**src/design/tpc_pkg.sv**
```systemverilog
// ----------------------------------------------------------------------------
// TCP checksum package
// Shared constants, register indexes, types and word-sum helpers for the
// TCP pseudo-header checksum block.
// ----------------------------------------------------------------------------
package tpc_pkg;

  localparam int LENGTH_BITS_DEF = 16;
  localparam int CFG_IDX_W       = 3;
  localparam int CFG_DATA_W      = 64;
  localparam int LEN_W           = 16;
  localparam int SUM_W           = 32;
  localparam int PRE_W           = 21;
  localparam int PROTO_W         = 8;
  localparam logic [PROTO_W-1:0] PROTO_RESET = 8'd6;

  typedef enum logic [CFG_IDX_W-1:0] {
    CFG_IPV6_MODE = 3'd0,
    CFG_SRC_UPPER = 3'd1,
    CFG_SRC_LOWER = 3'd2,
    CFG_DST_UPPER = 3'd3,
    CFG_DST_LOWER = 3'd4,
    CFG_PROTOCOL  = 3'd5
  } cfg_idx_t;

  typedef struct packed {
    logic [SUM_W-1:0] sum;
    logic [LEN_W-1:0] len;
    logic             ovf;
  } seg_result_t;

  function automatic logic [17:0] words64(input logic [63:0] v);
    words64 = 18'(v[15:0]) + 18'(v[31:16]) + 18'(v[47:32]) + 18'(v[63:48]);
  endfunction

  function automatic logic [16:0] words32(input logic [31:0] v);
    words32 = 17'(v[15:0]) + 17'(v[31:16]);
  endfunction

endpackage

```
**src/design/tcp_pseudo_header_checksum.sv**
```systemverilog
// ----------------------------------------------------------------------------
// TCP pseudo-header checksum
// Computes the TCP checksum of a byte stream, including the IPv4 or IPv6
// pseudo-header, and reports the segment length.
// ----------------------------------------------------------------------------
// The block takes one segment byte per clock, but holds off a final byte while
// the holding stage is full and the output is stalled. The 32-bit accumulator
// adds each byte into its running sum, and the pseudo-header add and carry
// folding sit in a later stage, so bytes of the next segment flow in while the
// previous result is folded or waits at the output. The last byte's sum passes
// the holding register and then the output register before a result appears.
// The address and protocol words are summed into a register in the cycle after
// a configuration write, so the first byte may follow any write directly.
module tcp_pseudo_header_checksum #(
  parameter int LENGTH_BITS = tpc_pkg::LENGTH_BITS_DEF
) (
  input  logic                           clk,
  input  logic                           rst_n,
  input  logic                           cfg_valid,
  output logic                           cfg_ready,
  input  logic [tpc_pkg::CFG_IDX_W-1:0]  cfg_index,
  input  logic [tpc_pkg::CFG_DATA_W-1:0] cfg_data,
  input  logic                           in_valid,
  output logic                           in_stall,
  input  logic [7:0]                     in_segment_byte,
  input  logic                           in_final_byte,
  output logic                           out_valid,
  input  logic                           out_stall,
  output logic [15:0]                    out_checksum_value,
  output logic [tpc_pkg::LEN_W-1:0]      out_segment_length,
  output logic                           out_length_overflow
);
  import tpc_pkg::*;

  logic [PRE_W-1:0] pre_sum;
  logic             b_valid;
  seg_result_t      b_res;
  logic             c_free;

  tpc_cfg u_cfg (
    .clk       (clk),
    .rst_n     (rst_n),
    .cfg_valid (cfg_valid),
    .cfg_ready (cfg_ready),
    .cfg_index (cfg_index),
    .cfg_data  (cfg_data),
    .pre_sum   (pre_sum)
  );

  tpc_acc #(
    .LENGTH_BITS (LENGTH_BITS)
  ) u_acc (
    .clk             (clk),
    .rst_n           (rst_n),
    .in_valid        (in_valid),
    .in_stall        (in_stall),
    .in_segment_byte (in_segment_byte),
    .in_final_byte   (in_final_byte),
    .b_valid         (b_valid),
    .b_res           (b_res),
    .c_free          (c_free)
  );

  tpc_fold #(
    .LENGTH_BITS (LENGTH_BITS)
  ) u_fold (
    .clk                 (clk),
    .rst_n               (rst_n),
    .b_valid             (b_valid),
    .b_res               (b_res),
    .pre_sum             (pre_sum),
    .c_free              (c_free),
    .out_valid           (out_valid),
    .out_stall           (out_stall),
    .out_checksum_value  (out_checksum_value),
    .out_segment_length  (out_segment_length),
    .out_length_overflow (out_length_overflow)
  );

endmodule

```
**src/design/tpc_cfg.sv**
```systemverilog
// ----------------------------------------------------------------------------
// TCP checksum configuration registers
// Holds the address, mode and protocol registers and keeps a registered
// sum of the address words and the protocol number.
// ----------------------------------------------------------------------------
module tpc_cfg (
  input  logic                           clk,
  input  logic                           rst_n,
  input  logic                           cfg_valid,
  output logic                           cfg_ready,
  input  logic [tpc_pkg::CFG_IDX_W-1:0]  cfg_index,
  input  logic [tpc_pkg::CFG_DATA_W-1:0] cfg_data,
  output logic [tpc_pkg::PRE_W-1:0]      pre_sum
);
  import tpc_pkg::*;

  logic                  ipv6_r;
  logic [63:0]           src_upper_r;
  logic [63:0]           src_lower_r;
  logic [63:0]           dst_upper_r;
  logic [63:0]           dst_lower_r;
  logic [PROTO_W-1:0]    proto_r;
  logic [PRE_W-1:0]      pre_r;
  logic [PRE_W-1:0]      pre_nxt;
  logic                  wr_en;

  assign cfg_ready = 1'b1;
  assign wr_en     = cfg_valid && cfg_ready;

  always_ff @(posedge clk) begin
    if (!rst_n) begin
      ipv6_r      <= 1'b0;
      src_upper_r <= '0;
      src_lower_r <= '0;
      dst_upper_r <= '0;
      dst_lower_r <= '0;
      proto_r     <= PROTO_RESET;
    end else if (wr_en) begin
      unique case (cfg_idx_t'(cfg_index))
        CFG_IPV6_MODE: ipv6_r      <= cfg_data[0];
        CFG_SRC_UPPER: src_upper_r <= cfg_data;
        CFG_SRC_LOWER: src_lower_r <= cfg_data;
        CFG_DST_UPPER: dst_upper_r <= cfg_data;
        CFG_DST_LOWER: dst_lower_r <= cfg_data;
        CFG_PROTOCOL:  proto_r     <= cfg_data[PROTO_W-1:0];
        default: ;
      endcase
    end
  end

  always_comb begin
    if (ipv6_r) begin
      pre_nxt = PRE_W'(words64(src_upper_r)) + PRE_W'(words64(src_lower_r))
              + PRE_W'(words64(dst_upper_r)) + PRE_W'(words64(dst_lower_r))
              + PRE_W'(proto_r);
    end else begin
      pre_nxt = PRE_W'(words32(src_lower_r[31:0])) + PRE_W'(words32(dst_lower_r[31:0]))
              + PRE_W'(proto_r);
    end
  end

  always_ff @(posedge clk) begin
    if (!rst_n) begin
      pre_r <= PRE_W'(PROTO_RESET);
    end else begin
      pre_r <= pre_nxt;
    end
  end

  assign pre_sum = pre_r;

endmodule

```
**src/design/tpc_acc.sv**
```systemverilog
// ----------------------------------------------------------------------------
// TCP checksum byte accumulator
// Input register, running 32-bit sum and saturating byte counter, and a
// stage that holds the finished sum of a segment until the fold stage
// takes it.
// ----------------------------------------------------------------------------
module tpc_acc #(
  parameter int LENGTH_BITS = tpc_pkg::LENGTH_BITS_DEF
) (
  input  logic                 clk,
  input  logic                 rst_n,
  input  logic                 in_valid,
  output logic                 in_stall,
  input  logic [7:0]           in_segment_byte,
  input  logic                 in_final_byte,
  output logic                 b_valid,
  output tpc_pkg::seg_result_t b_res,
  input  logic                 c_free
);
  import tpc_pkg::*;

  localparam logic [LENGTH_BITS-1:0] CNT_MAX = '1;

  logic [7:0]             byte_r;
  logic                   final_r;
  logic                   a_valid_r;
  logic                   a_valid_nxt;
  logic                   a_go;
  logic                   a_load;
  logic [SUM_W-1:0]       sum_r;
  logic [SUM_W-1:0]       sum_nxt;
  logic [SUM_W-1:0]       sum_upd;
  logic [SUM_W-1:0]       addend;
  logic [LENGTH_BITS-1:0] cnt_r;
  logic [LENGTH_BITS-1:0] cnt_nxt;
  logic [LENGTH_BITS-1:0] cnt_upd;
  logic                   ovf_r;
  logic                   ovf_nxt;
  logic                   ovf_upd;
  logic                   at_max;
  logic                   b_free;
  logic                   b_valid_r;
  logic                   b_valid_nxt;
  seg_result_t            b_res_r;

  assign b_free   = !b_valid_r || c_free;
  assign a_go     = a_valid_r && (!final_r || b_free);
  assign in_stall = a_valid_r && !a_go;
  assign a_load   = in_valid && !in_stall;

  always_comb begin
    a_valid_nxt = a_valid_r;
    if (a_load) begin
      a_valid_nxt = 1'b1;
    end else if (a_go) begin
      a_valid_nxt = 1'b0;
    end
  end

  always_ff @(posedge clk) begin
    if (!rst_n) begin
      a_valid_r <= 1'b0;
    end else begin
      a_valid_r <= a_valid_nxt;
    end
  end

  always_ff @(posedge clk) begin
    if (a_load) begin
      byte_r  <= in_segment_byte;
      final_r <= in_final_byte;
    end
  end

  assign addend  = cnt_r[0] ? {24'd0, byte_r} : {16'd0, byte_r, 8'd0};
  assign sum_upd = sum_r + addend;
  assign at_max  = (cnt_r == CNT_MAX);
  assign cnt_upd = at_max ? cnt_r : cnt_r + 1'b1;
  assign ovf_upd = ovf_r || at_max;

  always_comb begin
    sum_nxt = sum_r;
    cnt_nxt = cnt_r;
    ovf_nxt = ovf_r;
    if (a_go) begin
      if (final_r) begin
        sum_nxt = '0;
        cnt_nxt = '0;
        ovf_nxt = 1'b0;
      end else begin
        sum_nxt = sum_upd;
        cnt_nxt = cnt_upd;
        ovf_nxt = ovf_upd;
      end
    end
  end

  always_ff @(posedge clk) begin
    if (!rst_n) begin
      sum_r <= '0;
      cnt_r <= '0;
      ovf_r <= 1'b0;
    end else begin
      sum_r <= sum_nxt;
      cnt_r <= cnt_nxt;
      ovf_r <= ovf_nxt;
    end
  end

  always_comb begin
    b_valid_nxt = b_valid_r;
    if (a_go && final_r) begin
      b_valid_nxt = 1'b1;
    end else if (c_free) begin
      b_valid_nxt = 1'b0;
    end
  end

  always_ff @(posedge clk) begin
    if (!rst_n) begin
      b_valid_r <= 1'b0;
    end else begin
      b_valid_r <= b_valid_nxt;
    end
  end

  always_ff @(posedge clk) begin
    if (a_go && final_r) begin
      b_res_r.sum <= sum_upd;
      b_res_r.len <= LEN_W'(cnt_upd);
      b_res_r.ovf <= ovf_upd;
    end
  end

  assign b_valid = b_valid_r;
  assign b_res   = b_res_r;

  a_final_clears: assert property (@(posedge clk) disable iff (!rst_n)
    a_go && final_r |=> (sum_r == '0) && (cnt_r == '0) && !ovf_r)
    else $error("accumulator not cleared after the last byte");

  a_ovf_at_max: assert property (@(posedge clk) disable iff (!rst_n)
    ovf_r |-> at_max)
    else $error("overflow flag set below the counter maximum");

  a_hold_result: assert property (@(posedge clk) disable iff (!rst_n)
    b_valid_r && !c_free |=> b_valid_r)
    else $error("finished segment sum dropped while the fold stage was busy");

endmodule

```
**src/design/tpc_fold.sv**
```systemverilog
// ----------------------------------------------------------------------------
// TCP checksum fold stage
// Adds the pseudo-header to a finished segment sum, folds the carries
// twice, inverts and registers the result for the output transfer.
// ----------------------------------------------------------------------------
module tpc_fold #(
  parameter int LENGTH_BITS = tpc_pkg::LENGTH_BITS_DEF
) (
  input  logic                         clk,
  input  logic                         rst_n,
  input  logic                         b_valid,
  input  tpc_pkg::seg_result_t         b_res,
  input  logic [tpc_pkg::PRE_W-1:0]    pre_sum,
  output logic                         c_free,
  output logic                         out_valid,
  input  logic                         out_stall,
  output logic [15:0]                  out_checksum_value,
  output logic [tpc_pkg::LEN_W-1:0]    out_segment_length,
  output logic                         out_length_overflow
);
  import tpc_pkg::*;

  localparam logic [LENGTH_BITS-1:0] CNT_MAX = '1;

  logic               b_go;
  logic               out_valid_r;
  logic               out_valid_nxt;
  logic [SUM_W-1:0]   total;
  logic [16:0]        fold1;
  logic [16:0]        fold2;
  logic [15:0]        inv;
  logic [15:0]        csum_nxt;
  logic [15:0]        csum_r;
  logic [LEN_W-1:0]   len_r;
  logic               ovf_r;

  assign c_free = !out_valid_r || !out_stall;
  assign b_go   = b_valid && c_free;

  assign total    = b_res.sum + SUM_W'(pre_sum) + SUM_W'(b_res.len);
  assign fold1    = 17'(total[15:0]) + 17'(total[31:16]);
  assign fold2    = 17'(fold1[15:0]) + 17'(fold1[16]);
  assign inv      = ~fold2[15:0];
  assign csum_nxt = (inv == 16'h0000) ? 16'hFFFF : inv;

  always_comb begin
    out_valid_nxt = out_valid_r;
    if (b_go) begin
      out_valid_nxt = 1'b1;
    end else if (c_free) begin
      out_valid_nxt = 1'b0;
    end
  end

  always_ff @(posedge clk) begin
    if (!rst_n) begin
      out_valid_r <= 1'b0;
    end else begin
      out_valid_r <= out_valid_nxt;
    end
  end

  always_ff @(posedge clk) begin
    if (b_go) begin
      csum_r <= csum_nxt;
      len_r  <= b_res.len;
      ovf_r  <= b_res.ovf;
    end
  end

  assign out_valid           = out_valid_r;
  assign out_checksum_value  = csum_r;
  assign out_segment_length  = len_r;
  assign out_length_overflow = ovf_r;

  a_nonzero: assert property (@(posedge clk) disable iff (!rst_n)
    out_valid_r |-> (csum_r != 16'h0000))
    else $error("checksum of zero presented");

  a_take_result: assert property (@(posedge clk) disable iff (!rst_n)
    b_valid && c_free |=> out_valid_r)
    else $error("segment sum taken but no result presented");

  a_ovf_len: assert property (@(posedge clk) disable iff (!rst_n)
    out_valid_r && ovf_r |-> (len_r == LEN_W'(CNT_MAX)))
    else $error("overflow reported with a length below the maximum");

endmodule

```
**config.mk**
```make
export PLATFORM = sky130hd
export DESIGN_NAME = tcp_pseudo_header_checksum
export DESIGN_NICKNAME = d
export VERILOG_FILES = /design/src/design/tpc_pkg.sv /design/src/design/tcp_pseudo_header_checksum.sv /design/src/design/tpc_cfg.sv /design/src/design/tpc_acc.sv /design/src/design/tpc_fold.sv
export SDC_FILE = /design/constraint.sdc
export NUM_CORES = 1
export LEC_CHECK = 0
export ABC_CLOCK_PERIOD_IN_PS = 7900
export BUFFER_PORTS_ARGS = -buffer_cell sky130_fd_sc_hd__clkbuf_2
export CAP_MARGIN = 10
export CORE_MARGIN = 3
export CORE_UTILIZATION = 45
export DETAILED_ROUTE_END_ITERATION = 7
export PLACE_DENSITY = 0.65
export SKIP_CTS_REPAIR_TIMING = 1
export SYNTH_ARGS = -nofsm -noshare
export SYNTH_HDL_FRONTEND = slang
export SYNTH_SLANG_ARGS = --single-unit
export TNS_END_PERCENT = 50
```
**constraint.sdc**
```tcl
create_clock -name clk -period 7.9 [get_ports clk]
set_clock_uncertainty 0.15 [all_clocks]
set_input_delay 0.395 -clock clk [delete_from_list [all_inputs] [get_ports clk]]
set_output_delay 0.395 -clock clk [all_outputs]
set_load 0.02 [all_outputs]
```
==> flow_metrics.py <==
metrics = {
    "layout": {
        "drive_gt1_frac": 0.0962,
        "syn_to_final_growth_pct": 13.4,
        "final_cell_area_um2": 34500,
        "fin_util": 0.520,
        "nets": 4258,
        "instances_no_fill": 4672,
    },
    "critical_path": {
        "crit_path_frequent_cell": "ha_1",
        "required_ns": 8.24,
        "crit_family": "adder cells",
        "slowest_stage": "fa_1",
        "end_kind": "flip-flop",
        "cp.arrival_ns": 7.86,
        "criticalPathCategory": "reg2reg",
        "cp_num_buf_inv": 6,
        "critical_path.startpoint_type": "flip-flop",
        "path_max_fanout": 3,
        "crit_path_max_incr_delay_ns": 0.54,
    },
    "logic_synthesis": {
        "synthMuxAreaShare": 0.00275,
        "ys_types": 82,
        "synth_top_area_share": 0.222,
        "ys_seq_area_frac": 0.312,
        "syn-mean-instance-area_um2": 8.44,
        "synth_fp_nets": 4102,
        "synthCells": 3608,
        "yosysTopAreaCell": "dfxtp_1",
        "synth-xor-area-share": 0.0733,
        "yosys_warnings": 0,
        "synth_adder_area_share": 0.207,
        "synthTopCellsByCount": "650 x nand2_1, 433 x a21oi_1, 373 x inv_1",
        "synth_compound_area_frac": 0.175,
        "synth-simple-area-share": 0.168,
        "yosys_most_used_dff": "dfxtp_1",
        "async_flop_share": 0,
        "synth_area_leaders": "dfxtp_1 22%, ha_1 11%, fa_1 9.9%, edfxtp_1 9.0%, nand2_1 8.0%",
        "synth_top_family_by_area": "adder cells",
        "syn_area_um2": 30500,
        "yosysMostFrequentCell": "nand2_1",
        "synth_edf_count": 91,
        "synth-seq-cells": 429,
    },
    "drt": {
        "vias": 25500,
        "remaining_drc_errors": 0,
        "finalWirelength_mm": 90.0,
        "avgViaCountPerCell": 5.45,
        "drtPass1Iterations": 6,
        "drt_iter0_markers": 1936,
        "antenna_left": 0,
        "wl_per_cell_um": 19.3,
    },
    "floorplanning": {
        "rows": 94,
        "num_io_pins": 117,
        "die_area_um2": 70900,
        "initial_utilization": 0.458,
        "die_w_um": 266,
        "coreArea_um2": 66500,
        "die_h_um": 266,
    },
    "worst_hold_path": {
        "hp-class": "in2reg",
    },
    "status": {
        "violations": "hold timing",
        "outcome": "finished with violations",
    },
    "clock_tree": {
        "clock_path_buffers": 3,
        "cts_tree": "yes",
        "cts_htree_levels": 2,
        "clock-sinks": 429,
        "clockRootBuffer": "clkbuf_16",
        "cts_buffers": 51,
        "worstSkewPairLatency_ns": 0.62,
        "path_clk_slew_ns": 0.06,
    },
    "placed_design": {
        "hpwlAfterDp_mm": 67.7,
        "port_buffers": 115,
        "place_congestion": 0.924,
        "placed_cell_area_um2": 32200,
        "place_inst": 4525,
    },
    "sta": {
        "fin_hold_ws_ns": -0.00628,
        "min_period_ns": 7.53,
        "setup_violations": 0,
        "slew_headroom": 0.156,
        "maxSlewViolCount": 0,
        "tightest_slew_ns": 1.27,
        "fin_crit_sh": 0.953,
        "hold_violations": 2,
        "fmax_ghz": 0.133,
    },
    "global_routing": {
        "grtUsageTotal": 0.248,
        "grt_pass1_wl_mm": 137,
        "grt_pass1_vias": 24400,
        "overflow": 0,
        "antenna_found_initial": 1,
        "grt_max_degree": 215,
    },
    "power": {
        "peakVddDrop_mv": 0.181,
        "leakagePower_nw": 15.1,
        "powerDensity_nw_per_um2": 181,
    },
    "job": {
        "drv_cap": 0,
    },
}
## placed cells by master, fill, tap and decap left out, drive strengths merged, types with 36 or more instances in the layout
cell type / netlist / final
xnor2: 160 / 160
nand3: 59 / 59
nand2: 651 / 651
nor3: 71 / 71
inv: 373 / 378
xor2: 94 / 94
a21oi: 433 / 433
and3: 36 / 36
o21ai: 87 / 87
dfxtp: 338 / 338
ha: 262 / 262
clkbuf: 110 / 188
edfxtp: 91 / 91
nor2: 135 / 135
dlygate4sd3: 0 / 43
a21o: 51 / 51
buf: 19 / 74
fa: 151 / 151
## registers in the layout, summed over array words and instances (netlist names), 8 cells and up
| signal | count |
|---|---|
| u_cfg.pre_sum | 21 |
| u_acc.sum_r | 32 |
| u_acc.byte_r | 8 |
| u_cfg.src_lower_r | 64 |
| u_cfg.dst_upper_r | 64 |
| u_fold.out_segment_length | 16 |
| u_acc.cnt_r | 16 |
| u_acc.b_res | 49 |
| u_fold.out_checksum_value | 16 |
| u_cfg.dst_lower_r | 64 |
| u_cfg.src_upper_r | 64 |
| u_cfg.proto_r | 8 |
## final timing paths
path,from,endpoint,slack [ns],depth (start not counted)
setup / recovery,u_cfg.src_lower_r[0],u_cfg.pre_sum[20],0.37,32
hold / removal,cfg_data[3],u_cfg.dst_upper_r[3],-0.006,3
setup reg to reg,u_cfg.src_lower_r[0],u_cfg.pre_sum[20],0.37,32
hold reg to reg,u_acc.b_res[0],u_fold.out_length_overflow,0.28,0
## where the power goes
group	switching, mW	leakage, nW	internal, mW
sequential	0.0400	3.63	2.31
clock	0.990	0.821	1.35
combinational	0.935	10.6	0.623
total	1.97	15.1	4.28
## kinds of logic (layout without fill, tap and decap cells)
| family | count (synthesis) | in the layout |
|---|---|---|
| xor+xnor | 254 | 254 |
| mux | 8 | 8 |
| other cells | 1 | 3 |
| simple gates | 1142 | 1142 |
| flops | 429 | 429 |
| fa+ha+maj | 413 | 413 |
| buf+inv | 502 | 700 |
| compound gates | 859 | 859 |
## cell type report
cell class | count | area, um2
well taps | 864 | 1080
clock buffers | 73 | 1490
diodes | 2 | 5.00
repair buffers | 232 | 1590
multi-input cells | 2677 | 19300
fillers | 6290 | 31900
clock inverters | 22 | 171
inverters | 373 | 1410
flip-flops and latches | 429 | 9500
## tightest hold or removal path, cell delays in order
cell and delay, ns:
clkbuf_2 0.16, nand2_1 0.09, a21oi_1 0.05
## metal layers
metal	GRT usage	routed length (um)
met1	0.303	36900
met2	0.436	44000
met3	0.0409	5150
met4	0.101	3970
met5	0	0
## metrics by stage
step           power (mW)  setup TNS [ns]  setup slack, ns
2_1_floorplan        3.45               0            0.610
3_3_place_gp         3.89         -0.0126          -0.0126
3_5_place_dp         3.90          -0.120          -0.0797
4_1_cts              6.25          -0.307           -0.114
5_1_grt              6.54        -0.00867         -0.00867
6_report             6.25               0            0.374
Note: power is estimated with default switching activity, not from simulation.
